$ cat src/design/hls_pkg.sv
// Shared types and constants for the histogram linear stretch unit.
// No dependencies; every other design file imports this package.
package hls_pkg;

  localparam int unsigned PIXEL_BITS  = 8;
  localparam int unsigned NUM_BITS    = 2 * PIXEL_BITS;
  localparam int unsigned CNT_BITS    = $clog2(PIXEL_BITS + 1);
  localparam int unsigned QUEUE_DEPTH = 2;
  localparam int unsigned QPTR_BITS   = (QUEUE_DEPTH > 1) ? $clog2(QUEUE_DEPTH) : 1;
  localparam int unsigned QCNT_BITS   = $clog2(QUEUE_DEPTH + 1);

  localparam logic [PIXEL_BITS-1:0] PIX_MAX = {PIXEL_BITS{1'b1}};

  // Mode codes of an input beat
  localparam logic MODE_MEASURE = 1'b0;
  localparam logic MODE_STRETCH = 1'b1;

  // One division job: numerator (p - min) * PIX_MAX, divisor max - min
  typedef struct packed {
    logic                  empty;
    logic [NUM_BITS-1:0]   num;
    logic [PIXEL_BITS-1:0] den;
  } job_t;

  typedef enum logic [1:0] {
    S_IDLE,
    S_DIV,
    S_HOLD
  } back_state_e;

endpackage

$ cat src/design/hls_front.sv
// Front end: takes input beats, tracks the frame min/max and builds division jobs.
// Depends on hls_pkg.
module hls_front (
  input  logic                           clk_i,
  input  logic                           rst_ni,
  input  logic                           in_valid_i,
  input  logic                           in_stall_i,
  input  logic                           mode_i,
  input  logic [hls_pkg::PIXEL_BITS-1:0] pixel_i,
  input  logic                           first_i,
  output logic                           push_o,
  output hls_pkg::job_t                  job_o
);
  import hls_pkg::*;

  logic [PIXEL_BITS-1:0] min_q, min_d;
  logic [PIXEL_BITS-1:0] max_q, max_d;
  logic                  seen_q, seen_d;
  logic                  accept;
  logic [PIXEL_BITS-1:0] clamped;
  logic [PIXEL_BITS-1:0] diff;

  assign accept = in_valid_i && !in_stall_i;

  // Clamp the pixel into the measured range and form the job
  always_comb begin
    if (pixel_i < min_q) begin
      clamped = min_q;
    end else if (pixel_i > max_q) begin
      clamped = max_q;
    end else begin
      clamped = pixel_i;
    end
    diff      = clamped - min_q;
    job_o.empty = !seen_q || (max_q <= min_q);
    job_o.num   = {diff, {PIXEL_BITS{1'b0}}} - {{PIXEL_BITS{1'b0}}, diff};
    job_o.den   = max_q - min_q;
  end

  assign push_o = accept && (mode_i == MODE_STRETCH);

  // Update the running min/max on measure beats
  always_comb begin
    min_d  = min_q;
    max_d  = max_q;
    seen_d = seen_q;
    if (accept && (mode_i == MODE_MEASURE)) begin
      seen_d = 1'b1;
      if (first_i) begin
        min_d = pixel_i;
        max_d = pixel_i;
      end else begin
        if (pixel_i < min_q) min_d = pixel_i;
        if (pixel_i > max_q) max_d = pixel_i;
      end
    end
  end

  always_ff @(posedge clk_i or negedge rst_ni) begin
    if (!rst_ni) begin
      min_q  <= PIX_MAX;
      max_q  <= '0;
      seen_q <= 1'b0;
    end else begin
      min_q  <= min_d;
      max_q  <= max_d;
      seen_q <= seen_d;
    end
  end

endmodule

$ cat src/design/hls_queue.sv
// Short job queue between front and back end.
// Depends on hls_pkg.
module hls_queue (
  input  logic          clk_i,
  input  logic          rst_ni,
  input  logic          push_i,
  input  hls_pkg::job_t job_i,
  output logic          full_o,
  output logic          valid_o,
  input  logic          pop_i,
  output hls_pkg::job_t job_o
);
  import hls_pkg::*;

  job_t                 mem_q [QUEUE_DEPTH];
  logic [QPTR_BITS-1:0] wr_ptr_q, rd_ptr_q;
  logic [QCNT_BITS-1:0] count_q;
  logic                 do_push, do_pop;

  assign full_o  = (count_q == QCNT_BITS'(QUEUE_DEPTH));
  assign valid_o = (count_q != '0);
  assign do_push = push_i && !full_o;
  assign do_pop  = pop_i && valid_o;
  assign job_o   = mem_q[rd_ptr_q];

  // Store entries
  always_ff @(posedge clk_i) begin
    if (do_push) begin
      mem_q[wr_ptr_q] <= job_i;
    end
  end

  // Advance pointers and fill count
  always_ff @(posedge clk_i or negedge rst_ni) begin
    if (!rst_ni) begin
      wr_ptr_q <= '0;
      rd_ptr_q <= '0;
      count_q  <= '0;
    end else begin
      if (do_push) begin
        wr_ptr_q <= (wr_ptr_q == QPTR_BITS'(QUEUE_DEPTH - 1)) ? '0 : wr_ptr_q + 1'b1;
      end
      if (do_pop) begin
        rd_ptr_q <= (rd_ptr_q == QPTR_BITS'(QUEUE_DEPTH - 1)) ? '0 : rd_ptr_q + 1'b1;
      end
      if (do_push && !do_pop) begin
        count_q <= count_q + 1'b1;
      end else if (do_pop && !do_push) begin
        count_q <= count_q - 1'b1;
      end
    end
  end

endmodule

$ cat src/design/hls_back.sv
// Back end: restoring divider, one quotient bit per cycle, and output register.
// Depends on hls_pkg.
module hls_back (
  input  logic                           clk_i,
  input  logic                           rst_ni,
  input  logic                           job_valid_i,
  input  hls_pkg::job_t                  job_i,
  output logic                           job_pop_o,
  output logic                           out_valid_o,
  input  logic                           out_stall_i,
  output logic [hls_pkg::PIXEL_BITS-1:0] stretched_o
);
  import hls_pkg::*;

  back_state_e           state_q, state_d;
  logic [PIXEL_BITS-1:0] rem_q, rem_d;
  logic [PIXEL_BITS-1:0] lo_q, lo_d;
  logic [PIXEL_BITS-1:0] den_q, den_d;
  logic [CNT_BITS-1:0]   cnt_q, cnt_d;
  logic                  out_valid_q, out_valid_d;
  logic [PIXEL_BITS-1:0] out_data_q, out_data_d;
  logic                  out_free;
  logic [PIXEL_BITS:0]   shifted;
  logic [PIXEL_BITS:0]   trial;
  logic                  qbit;

  assign out_free = !out_valid_q || !out_stall_i;

  // One restoring step: shift in the next numerator bit, try to subtract
  always_comb begin
    shifted = {rem_q, lo_q[PIXEL_BITS-1]};
    trial   = shifted - {1'b0, den_q};
    qbit    = (shifted >= {1'b0, den_q});
  end

  // Sequence pop, divide and hand-off
  always_comb begin
    state_d     = state_q;
    rem_d       = rem_q;
    lo_d        = lo_q;
    den_d       = den_q;
    cnt_d       = cnt_q;
    job_pop_o   = 1'b0;
    out_valid_d = out_valid_q && out_stall_i;
    out_data_d  = out_data_q;
    case (state_q)
      S_IDLE: begin
        if (job_valid_i) begin
          job_pop_o = 1'b1;
          if (job_i.empty) begin
            lo_d    = '0;
            state_d = S_HOLD;
          end else begin
            // the high half is already below the divisor, so only the low bits remain
            rem_d   = job_i.num[NUM_BITS-1:PIXEL_BITS];
            lo_d    = job_i.num[PIXEL_BITS-1:0];
            den_d   = job_i.den;
            cnt_d   = '0;
            state_d = S_DIV;
          end
        end
      end
      S_DIV: begin
        rem_d = qbit ? trial[PIXEL_BITS-1:0] : shifted[PIXEL_BITS-1:0];
        lo_d  = (lo_q << 1) | {{(PIXEL_BITS-1){1'b0}}, qbit};
        cnt_d = cnt_q + 1'b1;
        if (cnt_q == CNT_BITS'(PIXEL_BITS - 1)) begin
          state_d = S_HOLD;
        end
      end
      S_HOLD: begin
        if (out_free) begin
          out_valid_d = 1'b1;
          out_data_d  = lo_q;
          state_d     = S_IDLE;
        end
      end
      default: begin
        state_d = S_IDLE;
      end
    endcase
  end

  always_ff @(posedge clk_i or negedge rst_ni) begin
    if (!rst_ni) begin
      state_q     <= S_IDLE;
      cnt_q       <= '0;
      out_valid_q <= 1'b0;
    end else begin
      state_q     <= state_d;
      cnt_q       <= cnt_d;
      out_valid_q <= out_valid_d;
    end
  end

  // Datapath registers
  always_ff @(posedge clk_i) begin
    rem_q      <= rem_d;
    lo_q       <= lo_d;
    den_q      <= den_d;
    out_data_q <= out_data_d;
  end

  assign out_valid_o = out_valid_q;
  assign stretched_o = out_data_q;

`ifndef SYNTH
  a_rem_below_den: assert property (@(posedge clk_i) disable iff (!rst_ni)
    (state_q == S_DIV) |-> (rem_q < den_q))
    else $error("divider remainder not below divisor");

  a_cnt_in_range: assert property (@(posedge clk_i) disable iff (!rst_ni)
    (state_q == S_DIV) |-> (cnt_q < CNT_BITS'(PIXEL_BITS)))
    else $error("divider step count out of range");

  a_load_from_hold: assert property (@(posedge clk_i) disable iff (!rst_ni)
    (state_q == S_HOLD && out_free) |=> (out_valid_q && state_q == S_IDLE))
    else $error("result not loaded from hold state");

  a_pop_only_idle: assert property (@(posedge clk_i) disable iff (!rst_ni)
    job_pop_o |=> (state_q == S_DIV || state_q == S_HOLD))
    else $error("pop did not start a job");
`endif

endmodule

$ cat src/design/histogram_linear_stretch_unit.sv
// Top level of the histogram linear stretch unit.
// Depends on hls_pkg, hls_front, hls_queue and hls_back.
//
// Usage:
//   Input channel (in_valid_i / in_stall_o) carries mode_i, pixel_i, first_i.
//   A measure beat (mode 0) updates the frame min/max in the cycle it is
//   taken and gives no result; first_i restarts min and max at that pixel.
//   A stretch beat (mode 1) gives one stretched_o value on the output
//   channel (out_valid_o / out_stall_i), in input order.
//   Measure beats are taken at one per cycle while the job queue has room.
//   A stretch beat is turned into a division job in the front end and queued
//   (two entries). The back end divides with a restoring divider, one
//   quotient bit per cycle: it pops the job, runs PIXEL_BITS steps and then
//   loads the output register.
//   If nothing has been measured or max equals min, the result is 0 and the
//   divider is skipped.
//   When the receiver stalls, the result holds in the output register, the
//   back end waits, and the queue fills until in_stall_o rises.
//   Reset sets min to full scale, max to 0, and empties queue and output.
module histogram_linear_stretch_unit (
  input  logic                           clk_i,
  input  logic                           rst_ni,
  input  logic                           in_valid_i,
  output logic                           in_stall_o,
  input  logic                           mode_i,
  input  logic [hls_pkg::PIXEL_BITS-1:0] pixel_i,
  input  logic                           first_i,
  output logic                           out_valid_o,
  input  logic                           out_stall_i,
  output logic [hls_pkg::PIXEL_BITS-1:0] stretched_o
);
  import hls_pkg::*;

  logic push;
  logic full;
  logic job_valid;
  logic job_pop;
  job_t job_in;
  job_t job_out;

  assign in_stall_o = full;

  hls_front u_front (
    .clk_i      (clk_i),
    .rst_ni     (rst_ni),
    .in_valid_i (in_valid_i),
    .in_stall_i (in_stall_o),
    .mode_i     (mode_i),
    .pixel_i    (pixel_i),
    .first_i    (first_i),
    .push_o     (push),
    .job_o      (job_in)
  );

  hls_queue u_queue (
    .clk_i   (clk_i),
    .rst_ni  (rst_ni),
    .push_i  (push),
    .job_i   (job_in),
    .full_o  (full),
    .valid_o (job_valid),
    .pop_i   (job_pop),
    .job_o   (job_out)
  );

  hls_back u_back (
    .clk_i       (clk_i),
    .rst_ni      (rst_ni),
    .job_valid_i (job_valid),
    .job_i       (job_out),
    .job_pop_o   (job_pop),
    .out_valid_o (out_valid_o),
    .out_stall_i (out_stall_i),
    .stretched_o (stretched_o)
  );

endmodule
$ cat config.mk
export PLATFORM = sky130hd
export DESIGN_NAME = histogram_linear_stretch_unit
export DESIGN_NICKNAME = d
export VERILOG_FILES = /design/src/design/hls_pkg.sv /design/src/design/hls_front.sv /design/src/design/hls_queue.sv /design/src/design/hls_back.sv /design/src/design/histogram_linear_stretch_unit.sv
export SDC_FILE = /design/constraint.sdc
export NUM_CORES = 1
export LEC_CHECK = 0
export BUFFER_PORTS_ARGS = -buffer_cell sky130_fd_sc_hd__buf_2
export CAP_MARGIN = 20
export CORE_UTILIZATION = 60
export DETAILED_ROUTE_END_ITERATION = 12
export PLACE_DENSITY = 0.78
export RECOVER_POWER = 50
export SKIP_LAST_GASP = 1
export SYNTH_ARGS = -nofsm -noshare
export SYNTH_HDL_FRONTEND = slang
export SYNTH_SLANG_ARGS = --single-unit
$ cat constraint.sdc
create_clock -name clk_i -period 5.25 [get_ports clk_i]
set_input_delay 0.2625 -clock clk_i [delete_from_list [all_inputs] [get_ports clk_i]]
set_output_delay 0.2625 -clock clk_i [all_outputs]
set_load 0.005 [all_outputs]
* Yosys cells after proc, flatten, opt, wreduce, memory -nomap -nowiden
Memory sizes are Yosys's and may differ from the RTL's. Index checks and enable logic that the tools add are counted.
Storage, ports and cells: register bits after elaboration 60, memory bits (writable) 50, input bits 14, output and inout port bits 10, logic and storage cells 98, memories kept 1
Memory list:
- u_queue.mem_q | words 2, width 25, rd ports 1, clocked after Yosys merged registers in 0, write ports 1, line hls_queue.sv:15 | job_t mem_q [QUEUE_DEPTH];
Cells by class: add/sub/neg operators 9, order comparisons 4, equality and inequality tests 8, multiplexer cells 31, bitwise gates (word level) 3, reduce and logical (&&, ||, !) cells 29
Operators by type and width (number):
- two-way mux 8 bit | 11
- case mux 8 bit (2 select lines) | 2
- subtractor 8 bit | 3
- subtractor 16 x 8 -> 16 bit | 1
- two-way mux 2 bit | 6
- nonzero test 2 bit | 5
- >= comparator 9 x 8 -> 1 bit | 1
- AND reduction 3 bit | 3
- greater-than comparator 8 bit | 1
- <= comparator 8 bit | 1
- logical AND 1 bit | 8
- less-than comparator 8 bit | 1
- two-way mux 1 bit | 8
- two-way mux 4 bit | 2
- OR 8 x 1 -> 8 bit | 1
- case mux 4 bit (2 select lines) | 1
- AND reduction 2 bit | 4
- logical NOT 1 bit | 6
- case mux 2 bit (3 select lines) | 1
- adder 4 x 1 -> 4 bit (second input constant) | 1
- equality test 2 bit (second input constant) | 2
- equality test 4 x 3 -> 1 bit (second input constant) | 1
- inequality test 2 x 1 -> 1 bit (second input constant) | 2
- inequality test 2 bit (second input constant) | 2
- other kinds (7) | 10

* Depth between registers and ports, before layout
Gate-level depths: netlist of the first run.
depth after elaboration 9, mapped depth 20, depth with buffers taken out 19

* By module
A second synthesis of the first run with hierarchy kept.
Second synthesis, totals: cells, all modules 553, area total of the unflattened synthesis 6372.4 µm²
Modules (own cells, without submodules):
- hls_front | instances 1, cells each 264, area each 2162.1 µm², seq. area each 435.4 µm²
- hls_queue | instances 1, cells each 97, area each 2105.8 µm², seq. area each 1601.5 µm²
- hls_back | instances 1, cells each 192, area each 2104.5 µm², seq. area each 1136.1 µm²

* Worst setup path after synthesis of the first run
OpenSTA, ideal clock, no wires.
path kind flip-flop to flip-flop, from register u_front.min_q[1], to memory u_queue.mem_q[0][20] (netlist bit) (data pin), setup time 0.273 ns, arrival time 4.030 ns, required time 4.977 ns, slack 0.947 ns, cell stages (with the launch flop) 18, buffers on the path 1, period minus slack after synthesis 4.303 ns, path through dfstp_2 inv_1 ha_1 nand3_1 a21boi_1 o211ai_1 a32oi_2 clkbuf_1 o21ai_0 ha_1 fa_1 nand2b_1 a21oi_1 xor2_1 or3_1 or3_1 nor3_4 o21ai_0
RTL lines:
- start, declared | line hls_front.sv:16 | logic [PIXEL_BITS-1:0] min_q, min_d;
- start signal, assigned | line hls_front.sv:65 | min_q <= min_d;
- end, declared | line hls_queue.sv:15

==> flow_results.xml, run 1 <==
<?xml version="1.0" encoding="UTF-8"?>
<metrics>
  <group name="run_status">
    <metric name="status" unit="">finished, violations left</metric>
    <metric name="violated_checks" unit="">max-capacitance violations, max-slew violations</metric>
  </group>
  <group name="sta">
    <metric name="final_hold_viol_count" unit="">0</metric>
    <metric name="finalClockSkew" unit="ns">0.02261</metric>
    <metric name="max_slew.worst_pin.slew" unit="ns">1.834</metric>
    <metric name="finalSetupTns" unit="ns">0</metric>
    <metric name="timing.final.setup_violations" unit="">0</metric>
    <metric name="period_share" unit="">0.8562</metric>
    <metric name="fin_crit" unit="ns">4.495</metric>
    <metric name="maxSlewViolCount" unit="">62</metric>
    <metric name="fmax" unit="MHz">222.5</metric>
    <metric name="worst_slew_margin_rel" unit="">-0.2225</metric>
    <metric name="rsz0062_at_grt" unit="">no</metric>
  </group>
  <group name="grt">
    <metric name="grt_start_max_net_pins" unit="">36</metric>
    <metric name="global_route.overflow_total" unit="">0</metric>
    <metric name="antenna_found_initial" unit="">0</metric>
    <metric name="gr-usage-all-layers" unit="">0.2274</metric>
    <metric name="grt_pass1_wl" unit="mm">17.50</metric>
    <metric name="grt_pass1_vias" unit="">3658</metric>
  </group>
  <group name="cts">
    <metric name="cts.htree.levels" unit="">3</metric>
    <metric name="cts_tree" unit="">built</metric>
    <metric name="postCtsHoldBufs" unit="">1</metric>
    <metric name="clk_transition_reported_paths" unit="ns">0.12</metric>
    <metric name="cts.root.buffer_cell" unit="">clkbuf_8</metric>
    <metric name="total_cts_buffers" unit="">9</metric>
    <metric name="cts_num_sinks" unit="">110</metric>
    <metric name="cts_setup_buffers" unit="">0</metric>
    <metric name="cts_resized" unit="">0</metric>
    <metric name="clock_insertion_delay_worst_skew" unit="ns">0.38</metric>
    <metric name="cts-root-to-sink-buffers" unit="">2</metric>
  </group>
  <group name="detailed_routing">
    <metric name="met1_length" unit="mm">4.734</metric>
    <metric name="finalWirelength" unit="mm">10.73</metric>
    <metric name="wl_met2" unit="mm">5.394</metric>
    <metric name="dr_wl_met3" unit="microns">322</metric>
    <metric name="vias" unit="">3719</metric>
    <metric name="routed_via_density" unit="">5.722</metric>
    <metric name="drtAntennaViolNets" unit="">0</metric>
    <metric name="detail_route.iter0.violations" unit="">157</metric>
    <metric name="routed_wire_length_per_instance" unit="microns">16.50</metric>
    <metric name="route.detailed.drc" unit="">0</metric>
    <metric name="drt-pass1-iter-count" unit="">5</metric>
    <metric name="topRoutingLayerUsed" unit="">met4</metric>
  </group>
  <group name="finish">
    <metric name="most_common_cell_after_layout_fill_and_taps_aside" unit="">edfxtp_1</metric>
    <metric name="num_antenna_cells" unit="">0</metric>
    <metric name="final.fill_count" unit="">685</metric>
    <metric name="finalNetCount" unit="">574</metric>
    <metric name="fraction_of_final_layout_cells_with_drive_strength_greater_than_1" unit="">0.1593</metric>
    <metric name="areaGrowthSynthToFinish" unit="%">8.679</metric>
    <metric name="top_library_cells_by_usage_in_the_layout_fill_and_taps_aside" unit="">edfxtp_1, ha_1, nor2_1</metric>
  </group>
  <group name="logic_synthesis">
    <metric name="synth_area" unit="sq mm">0.005853</metric>
    <metric name="synth-simple-area-share" unit="">0.1045</metric>
    <metric name="synth.mux.area_fraction" unit="">0.08059</metric>
    <metric name="ys_ff_latch" unit="">110</metric>
    <metric name="synth_top_area_frac" unit="">0.4207</metric>
    <metric name="synth-async-reset-ratio" unit="">0.2545</metric>
    <metric name="yosys.area.top_type" unit="">edfxtp_1</metric>
    <metric name="count_of_flip_flops_with_a_built_in_enable_after_synthesis" unit="">82</metric>
    <metric name="synth_flop_cell" unit="">edfxtp_1</metric>
    <metric name="synth_fp_nets" unit="">543</metric>
    <metric name="synth_area_leaders" unit="">edfxtp_1, ha_1, dfrtp_1</metric>
    <metric name="syn_inst_count" unit="">485</metric>
    <metric name="sequential_fraction_of_the_synthesis_area" unit="">0.5421</metric>
    <metric name="combinational_family_with_the_most_area_after_synthesis" unit="">compound AO/OA/AOI/OAI gates</metric>
    <metric name="fraction_of_synthesized_cell_area_in_xor_and_xnor_cells" unit="">0.03591</metric>
    <metric name="yosys.area_share.adder" unit="">0.09791</metric>
    <metric name="synth_cell_type_count" unit="">52</metric>
    <metric name="mean_post_synth_cell_area" unit="sq um">12.07</metric>
    <metric name="yosysWarnings" unit="">0</metric>
    <metric name="synth_compound_gate_area_share" unit="">0.1094</metric>
  </group>
  <group name="floorplanning">
    <metric name="io-pin-count" unit="">24</metric>
    <metric name="chipHeight" unit="microns">100.8</metric>
    <metric name="die_area" unit="sq mm">0.01015</metric>
    <metric name="starting_density_of_the_core" unit="">0.6275</metric>
    <metric name="rows" unit="">35</metric>
    <metric name="die-width" unit="microns">100.8</metric>
    <metric name="floorplan.core_area" unit="sq mm">0.009328</metric>
  </group>
  <group name="setup_path">
    <metric name="largest_driver_fanout_on_the_critical_path" unit="">10</metric>
    <metric name="required" unit="ns">5.32</metric>
    <metric name="kind_of_cell_with_the_highest_combined_delay_on_the_critical_path" unit="">simple AND/OR/NAND/NOR gates</metric>
    <metric name="crit_path_top_delay_cell" unit="">nor3b_1</metric>
    <metric name="critical_path.max_stage_delay" unit="ns">0.62</metric>
    <metric name="cp-start-kind" unit="">flop</metric>
    <metric name="timing.critical_path.to_type" unit="">flop</metric>
    <metric name="crit_path_cell_trace" unit="">inv_1, ha_1, nor2b_1, o211ai_1, a211oi_2, nor2_1, buf_4, nor2_1, a21oi_1, a21oi_1, inv_1, fa_1, nand2b_1, a21oi_1, xor2_1, nor3b_1, nor3b_1, a21oi_1</metric>
    <metric name="critPathMostFrequentCell" unit="">a21oi_1</metric>
    <metric name="worstPathArrival" unit="ns">4.57</metric>
    <metric name="number_of_buffer_and_inverter_instances_along_the_worst_setup_path" unit="">3</metric>
    <metric name="timing.setup.critical_path_class" unit="">reg -&gt; reg</metric>
  </group>
  <group name="job">
    <metric name="maxCapViolCount" unit="">2</metric>
  </group>
  <group name="placement">
    <metric name="hpwlAfterDp" unit="mm">8.073</metric>
    <metric name="gp_routability_congestion" unit="">0.8863</metric>
    <metric name="port_buffers" unit="">23</metric>
  </group>
  <group name="min_path">
    <metric name="hp-class" unit="">in -&gt; reg</metric>
  </group>
</metrics>
[worst register-to-register path, stage by stage, from the launching register on]
cell and delay, ns:
dfrtp_1 0.39, inv_1 0.10, ha_1 0.30, nor2b_1 0.13, o211ai_1 0.10, a211oi_2 0.31, nor2_1 0.16, buf_4 0.20
nor2_1 0.10, a21oi_1 0.05, a21oi_1 0.21, inv_1 0.08, fa_1 0.43, nand2b_1 0.16, a21oi_1 0.20, xor2_1 0.13
nor3b_1 0.34, nor3b_1 0.62, a21oi_1 0.20
[path summary, 6_finish.rpt]
path | startpoint | endpoint | slack, ns | cells after the start
max in group asynchronous | rst_ni | u_front.max_q[3] | 3.59 | 2
min in group asynchronous | rst_ni | u_front.max_q[2] | 0.78 | 2
max reg2reg | u_front.max_q[1] | u_queue.mem_q[0][21] | 0.75 | 18
min reg2reg | u_back.lo_q[7] | u_back.stretched_o[7] | 0.44 | 0
min | out_stall_i | u_back.out_valid_o | 0.14 | 3
max | u_front.max_q[1] | u_queue.mem_q[0][21] | 0.75 | 18
[registers in the layout, summed over array words and instances, names as in the netlist]
register / count
u_back.cnt_q: 4
u_queue.mem_q: 50
u_front.max_q: 8
u_queue.wr_ptr_q: 1
u_back.state_q: 2
u_back.stretched_o: 8
u_back.den_q: 8
u_front.seen_q: 1
u_queue.rd_ptr_q: 1
u_front.min_q: 8
u_back.rem_q: 8
u_back.out_valid_o: 1
u_back.lo_q: 8
u_queue.count_q: 2
[cell usage after synthesis (2+ instances only)]
cell type	n
a21o_1	8
xnor2_1	13
nand2_1	21
a21oi_1	34
mux2_2	25
a21oi_2	2
nand4_1	5
dfrtp_1	20
a21boi_0	2
o21ai_0	21
fa_1	3
dfstp_2	8
nor4_1	3
or3_1	3
nand3_1	5
nand2b_1	10
clkbuf_1	9
o31ai_1	8
inv_1	36
o211ai_1	4
mux2i_1	19
nor3_1	3
a211oi_1	6
o21a_1	4
or2_2	2
ha_1	41
and2_1	4
nor2b_1	12
nor2_1	39
xor2_1	11
edfxtp_1	82
nor3b_1	2
[layout make-up]
class                      instances  area, sq um  area share
clock inverter                     7        77.57     0.01220
tap                              129        161.4     0.02537
timing repair buffer              30        177.7     0.02793
sequential                       110         3173      0.4988
clock buffer                       9        123.9     0.01947
multi-input combinational        329         2512      0.3950
inverter                          36        135.1     0.02124
[logic make-up after synthesis]
| family | Yosys count |
|---|---|
| flops | 110 |
| fa+ha+maj | 44 |
| xor+xnor | 24 |
| buf+inv | 46 |
| mux | 44 |
| simple gates | 118 |
| compound gates | 99 |
[per-stage QoR]
stage / setup WS, ns / instance area [sq um] / util / std cells / hold WS, ns
floorplan: 0.9466 / 5853 / - / 485 / -0.03309
global placement: 1.007 / 6135 / 0.6577 / 632 / 0.3048
detailed placement: 0.8703 / 6135 / 0.6577 / 632 / 0.3198
CTS: 0.8119 / 6346 / 0.6803 / 649 / 0.1330
global route: 0.2481 / 6361 / 0.6820 / 650 / 0.1568
finish: 0.7548 / 6361 / 0.6820 / 650 / 0.1431
[layer usage]
metal,GRT usage,vias to the layer above
met5,0,-
li1,-,1829
met3,0.03953,24
met4,0.09810,0
met2,0.3899,78
met1,0.2852,1788
Power of run 1 is left out: the tool's default activity adds up to more than one toggle a clock period on the data nets, which glitch-free logic cannot reach.
==> run 2, diff against run 1 <==
CORE_UTILIZATION = 41   (was 60)
PLACE_DENSITY = unset   (was 0.78)
==> flow_results.xml, run 2 (synthesized netlist as in run 1, its figures left out) <==
<?xml version="1.0" encoding="UTF-8"?>
<metrics>
  <group name="cts">
    <metric name="cts_tree" unit="">built</metric>
    <metric name="clk_transition_reported_paths" unit="ns">0.08</metric>
    <metric name="cts.htree.levels" unit="">3</metric>
    <metric name="clock_insertion_delay_worst_skew" unit="ns">0.36</metric>
    <metric name="cts-root-to-sink-buffers" unit="">2</metric>
    <metric name="cts.root.buffer_cell" unit="">clkbuf_16</metric>
    <metric name="cts_resized" unit="">0</metric>
    <metric name="total_cts_buffers" unit="">9</metric>
    <metric name="cts_num_sinks" unit="">110</metric>
  </group>
  <group name="detailed_routing">
    <metric name="routed_wire_length_per_instance" unit="microns">15.69</metric>
    <metric name="dr_wl_met3" unit="microns">341</metric>
    <metric name="topRoutingLayerUsed" unit="">met4</metric>
    <metric name="finalWirelength" unit="mm">10.98</metric>
    <metric name="detail_route.iter0.violations" unit="">170</metric>
    <metric name="drt-pass1-iter-count" unit="">4</metric>
    <metric name="drtAntennaViolNets" unit="">0</metric>
    <metric name="met1_length" unit="mm">5.278</metric>
    <metric name="wl_met2" unit="mm">5.059</metric>
    <metric name="vias" unit="">3600</metric>
    <metric name="routed_via_density" unit="">5.143</metric>
    <metric name="route.detailed.drc" unit="">0</metric>
  </group>
  <group name="finish">
    <metric name="finish.utilization" unit="">0.4684</metric>
    <metric name="largest_reg_flops" unit="">50</metric>
    <metric name="areaGrowthSynthToFinish" unit="%">11.07</metric>
    <metric name="top_library_cells_by_usage_in_the_layout_fill_and_taps_aside" unit="">edfxtp_1, ha_1, nor2_1</metric>
    <metric name="num_antenna_cells" unit="">0</metric>
    <metric name="final.fill_count" unit="">1274</metric>
    <metric name="register_area" unit="sq mm">0.003173</metric>
    <metric name="multi_input_comb_area" unit="sq mm">0.002512</metric>
    <metric name="finalNetCount" unit="">573</metric>
    <metric name="most_common_cell_after_layout_fill_and_taps_aside" unit="">edfxtp_1</metric>
    <metric name="top_register" unit="">u_queue.mem_q</metric>
    <metric name="fraction_of_final_layout_cells_with_drive_strength_greater_than_1" unit="">0.1596</metric>
  </group>
  <group name="floorplanning">
    <metric name="rows" unit="">43</metric>
    <metric name="io-pin-count" unit="">24</metric>
    <metric name="chipHeight" unit="microns">121.5</metric>
    <metric name="die-width" unit="microns">121.5</metric>
    <metric name="die_area" unit="sq mm">0.01476</metric>
    <metric name="floorplan.core_area" unit="sq mm">0.01388</metric>
    <metric name="starting_density_of_the_core" unit="">0.4217</metric>
  </group>
  <group name="sta">
    <metric name="fin_worst_hold_slack" unit="ns">0.1519</metric>
    <metric name="finalSetupTns" unit="ns">0</metric>
    <metric name="finalClockSkew" unit="ns">0.01341</metric>
    <metric name="rsz0062_at_grt" unit="">no</metric>
    <metric name="timing.final.setup_violations" unit="">0</metric>
    <metric name="maxSlewViolCount" unit="">62</metric>
    <metric name="fin_crit" unit="ns">4.765</metric>
    <metric name="fmax" unit="MHz">209.9</metric>
    <metric name="max_slew.worst_pin.slew" unit="ns">1.832</metric>
    <metric name="final_hold_viol_count" unit="">0</metric>
    <metric name="worst_slew_margin_rel" unit="">-0.2212</metric>
    <metric name="period_share" unit="">0.9076</metric>
  </group>
  <group name="grt">
    <metric name="grt_pass1_vias" unit="">3562</metric>
    <metric name="grt_pass1_wl" unit="mm">18.04</metric>
    <metric name="global_route.overflow_total" unit="">0</metric>
    <metric name="antenna_found_initial" unit="">0</metric>
    <metric name="grt_start_max_net_pins" unit="">36</metric>
    <metric name="gr-usage-all-layers" unit="">0.1621</metric>
  </group>
  <group name="setup_path">
    <metric name="largest_driver_fanout_on_the_critical_path" unit="">17</metric>
    <metric name="timing.setup.critical_path_class" unit="">reg -&gt; reg</metric>
    <metric name="worstPathArrival" unit="ns">4.83</metric>
    <metric name="timing.critical_path.to_type" unit="">flop</metric>
    <metric name="required" unit="ns">5.31</metric>
    <metric name="cp-start-kind" unit="">flop</metric>
  </group>
  <group name="placement">
    <metric name="hpwlAfterDp" unit="mm">8.188</metric>
    <metric name="port_buffers" unit="">23</metric>
    <metric name="gp_routability_congestion" unit="">0.7993</metric>
  </group>
  <group name="min_path">
    <metric name="hp-class" unit="">in -&gt; reg</metric>
  </group>
  <group name="run_status">
    <metric name="violated_checks" unit="">max-capacitance violations, max-slew violations</metric>
    <metric name="status" unit="">finished, violations left</metric>
  </group>
  <group name="job">
    <metric name="maxCapViolCount" unit="">2</metric>
  </group>
</metrics>
==> run 2: timing repair <==
action                                 in CTS  in global routing
endpoints found under the hold margin      20                  0
hold buffers                                1                  0
setup buffers                               0                  0
==> run 2: final cells by class <==
class / count / area share
clock buffer: 9 / 0.03464
tap: 180 / 0.03464
inverter: 36 / 0.02079
multi-input combinational: 329 / 0.3865
sequential: 110 / 0.4881
clock inverter: 7 / 0.01097
timing repair buffer: 29 / 0.02444
==> run 2: worst max-delay path: stages, from the launching register on <==
cell and delay, ns:
dfstp_2 0.59, inv_1 0.09, ha_1 0.27, nand3_1 0.08
a21boi_1 0.13, o211ai_1 0.11, a32oi_2 0.70, o21ai_0 0.20
ha_1 0.25, fa_1 0.40, nand2b_1 0.16, a21oi_1 0.19
xor2_1 0.12, nor3b_1 0.32, nor3b_1 0.64, a21oi_1 0.21
==> run 2: path summary, 6_finish.rpt <==
check                                 start               endpoint  slack (ns)  cells past startpoint
min reg2reg                  u_back.lo_q[5]  u_back.stretched_o[5]        0.45                      0
max in group asynchronous            rst_ni     u_queue.count_q[1]        3.43                      2
min                             out_stall_i     u_back.out_valid_o        0.15                      3
max reg2reg                u_front.min_q[1]   u_queue.mem_q[0][17]        0.48                     15
min in group asynchronous            rst_ni       u_front.max_q[1]        0.87                      2
max                        u_front.min_q[1]   u_queue.mem_q[0][17]        0.48                     15
==> run 2: metrics by stage <==
step	instances	area, sq um	setup WS, ns
after global routing	700	6501	0.06641
after detailed placement	683	6206	0.5026
after floorplan	485	5853	0.9466
after CTS	700	6513	0.4820
final	700	6501	0.4849
after global placement	682	6191	0.6539
==> run 2: routing by layer <==
metal | up-vias | GRT usage
met3 | 20 | 0.03618
met1 | 1700 | 0.2119
met2 | 59 | 0.2567
met5 | - | 0
li1 | 1821 | -
met4 | 0 | 0.07176
Power of run 2 is left out for the same reason.
